[src/hdl/tdh_pkg.sv]
// Shared types and constants for the timing-difference histogrammer.
package tdh_pkg;

  localparam int CFD_W       = 24;
  localparam int STAMP_W     = 20;
  localparam int STAMP_SHIFT = 4;
  localparam int DIFF_W      = CFD_W + 2;
  localparam int COUNT_W     = 32;
  localparam int PIN_W       = 64;
  localparam int PIN_SEL_W   = 6;
  localparam int BIN_IDX_W   = 15;
  localparam int POS_W       = 5;
  localparam int COL_W       = 2;

  localparam int OVERFLOW_BACKOFF = 1000;

  localparam int PADDR_W = 3;
  localparam int PDATA_W = 32;
  localparam logic [PADDR_W-1:0] REG_PIN_SELECT = 3'd0;

  localparam logic REQ_HIT  = 1'b0;
  localparam logic REQ_READ = 1'b1;

  typedef enum logic [1:0] {
    OP_DROP,
    OP_HIT,
    OP_READ,
    OP_READ_ZERO
  } op_t;

  typedef enum logic [2:0] {
    S_CLEAR,
    S_IDLE,
    S_READ,
    S_WRITE,
    S_RESP
  } state_t;

endpackage

[src/hdl/tdh_req_decode.sv]
// Request qualification, time difference and bin selection.
module tdh_req_decode import tdh_pkg::*; #(
  parameter int NUM_POSITIONS = 17,
  parameter int NUM_COLUMNS   = 4,
  parameter int NUM_BINS      = 32768,
  parameter int ROW_W         = $clog2(NUM_POSITIONS * NUM_COLUMNS),
  parameter int BIN_W         = $clog2(NUM_BINS)
) (
  input  logic                 req_type,
  input  logic [POS_W-1:0]     position,
  input  logic [COL_W-1:0]     column,
  input  logic [CFD_W-1:0]     cfd_time,
  input  logic [STAMP_W-1:0]   stamp_low,
  input  logic                 event_ok,
  input  logic                 clover_ok,
  input  logic                 crystal_ok,
  input  logic [PIN_W-1:0]     pin_pattern,
  input  logic [BIN_IDX_W-1:0] bin_index,
  input  logic [PIN_SEL_W-1:0] pin_select,
  output op_t                  op,
  output logic [ROW_W-1:0]     row,
  output logic [BIN_W-1:0]     bin
);

  localparam int HALF_BINS = NUM_BINS / 2;

  logic                addr_ok;
  logic                qualified;
  logic [CFD_W-1:0]    stamp_ref;
  logic [DIFF_W-1:0]   diff;
  logic [DIFF_W-4:0]   quot;
  logic                in_range;
  logic [BIN_W-1:0]    hit_bin;

  assign addr_ok = (32'(position) >= 1) && (32'(position) < NUM_POSITIONS) &&
                   (32'(column) < NUM_COLUMNS);

  assign qualified = event_ok && clover_ok && crystal_ok && pin_pattern[pin_select];

  assign stamp_ref = {stamp_low, {STAMP_SHIFT{1'b0}}};
  assign diff = {2'b00, cfd_time} - {2'b00, stamp_ref} + DIFF_W'(HALF_BINS);

  // negative differences truncate to zero or below, so they land in overflow
  assign quot     = diff[DIFF_W-2:2];
  assign in_range = !diff[DIFF_W-1] && (quot != '0) && (32'(quot) < NUM_BINS);
  assign hit_bin  = in_range ? quot[BIN_W-1:0] : BIN_W'(NUM_BINS - OVERFLOW_BACKOFF);

  assign row = ROW_W'(32'(position) * NUM_COLUMNS + 32'(column));

  always_comb begin
    op  = OP_DROP;
    bin = hit_bin;
    if (req_type == REQ_READ) begin
      bin = BIN_W'(bin_index);
      if (addr_ok && (32'(bin_index) < NUM_BINS)) begin
        op = OP_READ;
      end else begin
        op = OP_READ_ZERO;
      end
    end else if (addr_ok && qualified) begin
      op = OP_HIT;
    end
  end

endmodule

[config.mk]
export PLATFORM = sky130hd
export DESIGN_NAME = tdh_req_decode
export DESIGN_NICKNAME = d
export VERILOG_FILES = /design/src/hdl/tdh_pkg.sv /design/src/hdl/tdh_req_decode.sv
export SDC_FILE = /design/constraint.sdc
export NUM_CORES = 1
export LEC_CHECK = 0
export ABC_AREA = 1
export BUFFER_PORTS_ARGS = -buffer_cell sky130_fd_sc_hd__buf_2
export CAP_MARGIN = 20
export CORE_UTILIZATION = 47
export DETAILED_ROUTE_END_ITERATION = 16
export PLACE_DENSITY = 0.84
export SETUP_SLACK_MARGIN = 0.1
export SLEW_MARGIN = 20
export SYNTH_ARGS = -nofsm -noshare
export SYNTH_HDL_FRONTEND = slang
export SYNTH_SLANG_ARGS = --single-unit
[constraint.sdc]
create_clock -name vclk -period 7.95
set_clock_uncertainty 0.1 [all_clocks]
set_input_delay 0.3975 -clock vclk [all_inputs]
set_output_delay 0.3975 -clock vclk [all_outputs]
set_load 0.02 [all_outputs]
; Word level (Yosys, flattened, before mapping)
; Index checks and enable logic that the tools add are counted.
[totals]
ff_bits = 0
inputBits = 140
out_inout_bits = 24
word_cells = 23
[op_classes]
addsub = 3
order_cmp = 4
muxes = 7
reduce_logical = 9
[op_table]
columns = op, n
row1 = 15-bit two-way mux, 2
row2 = 25-bit by 16-bit adder with 26-bit output (second input constant), 1
row3 = 24-bit by 24-bit subtractor with 25-bit output, 1
row4 = 23-bit by 16-bit < comparator with 1-bit output (second input constant), 1
row5 = 23-bit nonzero test, 1
row6 = 7-bit by 2-bit adder with 7-bit output, 1
row7 = 1-bit logical AND, 7
row8 = 6-bit by 7-bit < comparator with 1-bit output (second input constant), 1
row9 = 1-bit binary-select mux with 6-bit select, 1
row10 = 5-bit by 1-bit >= comparator with 1-bit output (second input constant), 1
row11 = 5-bit < comparator (second input constant), 1
row12 = 1-bit two-way mux, 3
row13 = 2-bit two-way mux, 1
row14 = 1-bit logical NOT, 1

; Logic depth before layout (Yosys ltp)
[logic_depth]
word_depth = 7
depth_mapped = 27

; Worst setup path before layout
; OpenSTA, ideal clock, no wires.
[synth_path]
kind = input to output
start = input port cfd_time[4]
end = output port bin[12]
t_arrival_ps = 2794
setup_slack_ps = 4659
cell_stages = 24
path_buffers = 1
cell_sequence = inv_1 -> ha_1 -> fa_1 -> inv_1 -> nand3_1 -> nand3_1 -> nand2_1 -> nand2_1 -> ha_1 -> nand2_1 -> nor3_1 -> nand2_1 -> nor2_1 -> nand3_1 -> nor2_1 -> nand3_1 -> nand3_1 -> nor2_1 -> nand2_1 -> nor2_4 -> buf_6 -> nand3_2 -> nand2_1 -> inv_1
[synth_between]
elab_chain_cells = 7
word_cells_on_any_way = 9
[synth_rtl]
columns = element, line
row1 = "start, declared", tdh_req_decode.sv:12  ; input logic [CFD_W-1:0] cfd_time,
row2 = 24-bit by 24-bit subtractor with 25-bit output *, tdh_req_decode.sv:41  ; assign diff = {2'b00, cfd_time} - {2'b00, stamp_ref} + DIFF_W'(HALF_BINS);
row3 = 25-bit by 16-bit adder with 26-bit output *, tdh_req_decode.sv:41
row4 = "parallel branches: the longest is 3 deep, another holds 23-bit by 16-bit < comparator with 1-bit output", -
row5 = 15-bit two-way mux *, tdh_req_decode.sv:46  ; assign hit_bin = in_range ? quot[BIN_W-1:0] : BIN_W'(NUM_BINS - OVERFLOW_BACKOFF);
row6 = 15-bit two-way mux *, tdh_req_decode.sv:53  ; if (req_type == REQ_READ) begin
row7 = "end, declared", tdh_req_decode.sv:22  ; output logic [BIN_W-1:0] bin
; Every way passes the cells marked *.

; Final worst setup path
[layout_path]
start = input port cfd_time[4]
end = output port bin[9]
; Same word-level chain as after synthesis.

==> impl_metrics.csv <==
group,metric,value,unit
cells_and_area,n_antenna_cell,0,
detailed_routing,drcViolationCount,0,
synthesis,ys_top_cells_by_area,"nand2_1 25%, inv_1 13%, ha_1 9.3%, nand3_1 8.9%, nor2_1 4.9%",
placement,hpwl,7.96,mm
synthesis,synth.top_cell.area_share,25.4,%
hold_path,min_to,"row[1]",
synthesis,syn-num-nets,751,
power_and_ir_drop,p_leak,2.32,nW
detailed_routing,routed_wl,9.17,mm
placement,io_buffers,158,
global_routing,first_global_vias,3539,
cells_and_area,regArea,0,um^2
sta,grt_setup_unrepaired,"no",
floorplanning,die-width,81.6,um
synthesis,netlist_area,2980,um^2
critical_path,cp-start-kind,"input port",
critical_path,critPathKind,"input port to output port",
critical_path,arrival,3.57,ns
synthesis,yosys_warnings,0,
cells_and_area,syn_to_final_growth,25.3,%
detailed_routing,drt_iter0_drc,158,
floorplanning,pin_count,164,
power_and_ir_drop,powerDensity,69.6,nW/um^2
sta,clock.fmax,246,MHz
synthesis,synth_cell_types,34,
sta,relSlewSlack,58.5,%
sta,slew_violations,0,
global_routing,grt_pass1_wl,14.2,mm
cells_and_area,n_clock_buffer,0,
cells_and_area,layout_commonest_cell,"nand2_1",
detailed_routing,viasPerCell,5.16,
clock_network,post_cts_hold_buffer_count,0,
detailed_routing,post_drt_wl_per_cell,11.5,um
synthesis,synth_top_area_cell,"nand2_1",
detailed_routing,drtAntennaViolNets,0,
global_routing,grt_max_degree,34,
synthesis,synthCells,588,
synthesis,seq_area_frac_synth,0,%
sta,period_share,51.1,%
global_routing,grt_util_all_layers,26.4,%
hold_path,hold_path.startpoint,"column[1]",
cells_and_area,n_sequential_cell,0,
status,status,"finished, final reports clean",
detailed_routing,first_pass_iters,4,
hold_path,hold_depth,0,
cells_and_area,drive_gt1_share,28.8,%
cells_and_area,layout_common_cells,"201 x nand2_1, 158 x buf_2, 104 x inv_1",
critical_path,crit_fanout,15,
run,maxCapViolCount,0,
floorplanning,design.core.area,6030,um^2
synthesis,syn_avg_cell_area,5.06,um^2
detailed_routing,vias,4116,
critical_path,worstPathRequired,7.45,ns
power_and_ir_drop,peakVddDrop,0.0430,mV
sta,tightest_slew,0.621,ns
global_routing,antenna_found_initial,0,
floorplanning,dieArea,6650,um^2
hold_path,hp-class,"input port to output port",
floorplanning,die_h,81.6,um
global_routing,grt_overflow,0,
clock_network,ctsResizeCount,0,
critical_path,end_kind,"output port",
placement,place.gp.congestion,0.964,
clock_network,post-cts-setup-buffers,0,
floorplanning,fp-row-count,28,
sta,tns,0,ns
power_and_ir_drop,report.power.total,0.259,mW
sta,setup_viol,0,
sta,post-route-min-period,4.06,ns
cells_and_area,num-nets-final,888,
floorplanning,initial_core_util,49.4,%
sta,hold_slack,0.695,ns
sta,hold_viol_final,0,
## synthesized netlist by cell type, drive strengths merged
| cell | count |
|---|---|
| nand2 | 218 |
| inv | 109 |
| nand3 | 57 |
| nor2 | 51 |
| a21oi | 24 |
| ha | 22 |
| buf | 12 |
| clkbuf | 11 |
| o21ai | 11 |
| nor3 | 9 |
| a32oi | 8 |
| nand4 | 8 |
| o211ai | 8 |
| o221ai | 8 |
| or2 | 8 |
| mux2i | 7 |
| nand3b | 4 |
| xnor2 | 4 |
| xor2 | 4 |
| o21bai | 2 |
| and2 | 1 |
| fa | 1 |
| nor4 | 1 |
## through the flow
step                      instance area (um^2)  instances  util, %  setup WS (ns)
after floorplan                           2980        588        -           4.66
final                                     3730        798     61.9           3.89
after global placement                    3730        798     61.9           3.99
after global routing                      3730        798     61.9           3.55
after CTS                                 3730        798     61.9           3.90
after detailed placement                  3730        798     61.9           3.90
## cell families (layout without fill, tap and decap cells)
| group | after synthesis | in the layout | share of synthesized area [%] |
|---|---|---|---|
| adders and majority gates | 23 | 23 | 9.92 |
| xor gates and xnor gates | 8 | 8 | 2.35 |
| muxes | 7 | 7 | 2.36 |
| and+or+nand+nor | 357 | 357 | 53.8 |
| AOI/OAI and AO/OA | 61 | 61 | 13.4 |
| buffers and inverters | 132 | 267 | 18.2 |
## area by class of cell
cell class / count / area, um^2
Inverter: 109 / 409
Timing Repair Buffer: 158 / 791
Multi-Input combinational cell: 456 / 2430
Tap cell: 75 / 93.8
Fill cell: 621 / 2300
## metal layers
metal,part of all wire (%),track usage [%]
met4,2.9,8.04
met2,48,52.8
met1,43,29.4
met3,6.4,1.22
met5,0,0
## worst max-delay path, cell delays in order
cell and delay (ns):
buf_2 0.07, inv_1 0.03, ha_1 0.22, fa_1 0.41, inv_1 0.11, nand3_1 0.13, nand3_1 0.16, nand2_1 0.07
nand2_1 0.19, ha_1 0.30, nand3_1 0.14, nor2_2 0.13, nand3_1 0.08, nand2_1 0.07, nand3_1 0.07, nor2_2 0.49
nand3_1 0.19, nand2_1 0.12, buf_2 0.17
## how the worst max path moves through the flow
| stage | start | slack, ns | endpoint |
|---|---|---|---|
| finish | cfd_time[4] | 3.89 | bin[9] |
| global route | cfd_time[4] | 3.55 | bin[14] |
| CTS | cfd_time[4] | 3.90 | bin[9] |
| detailed placement | cfd_time[4] | 3.90 | bin[9] |
| global placement | cfd_time[4] | 3.99 | bin[9] |
| floorplan | cfd_time[4] | 4.66 | bin[12] |
## power breakdown
part,total [mW],switching [mW],internal (mW)
Clock,0,0,0
Combinational,0.259,0.161,0.0986
Sequential,0,0,0
Total,0.259,0.161,0.0986
Note: power is estimated with default switching activity, not from simulation.
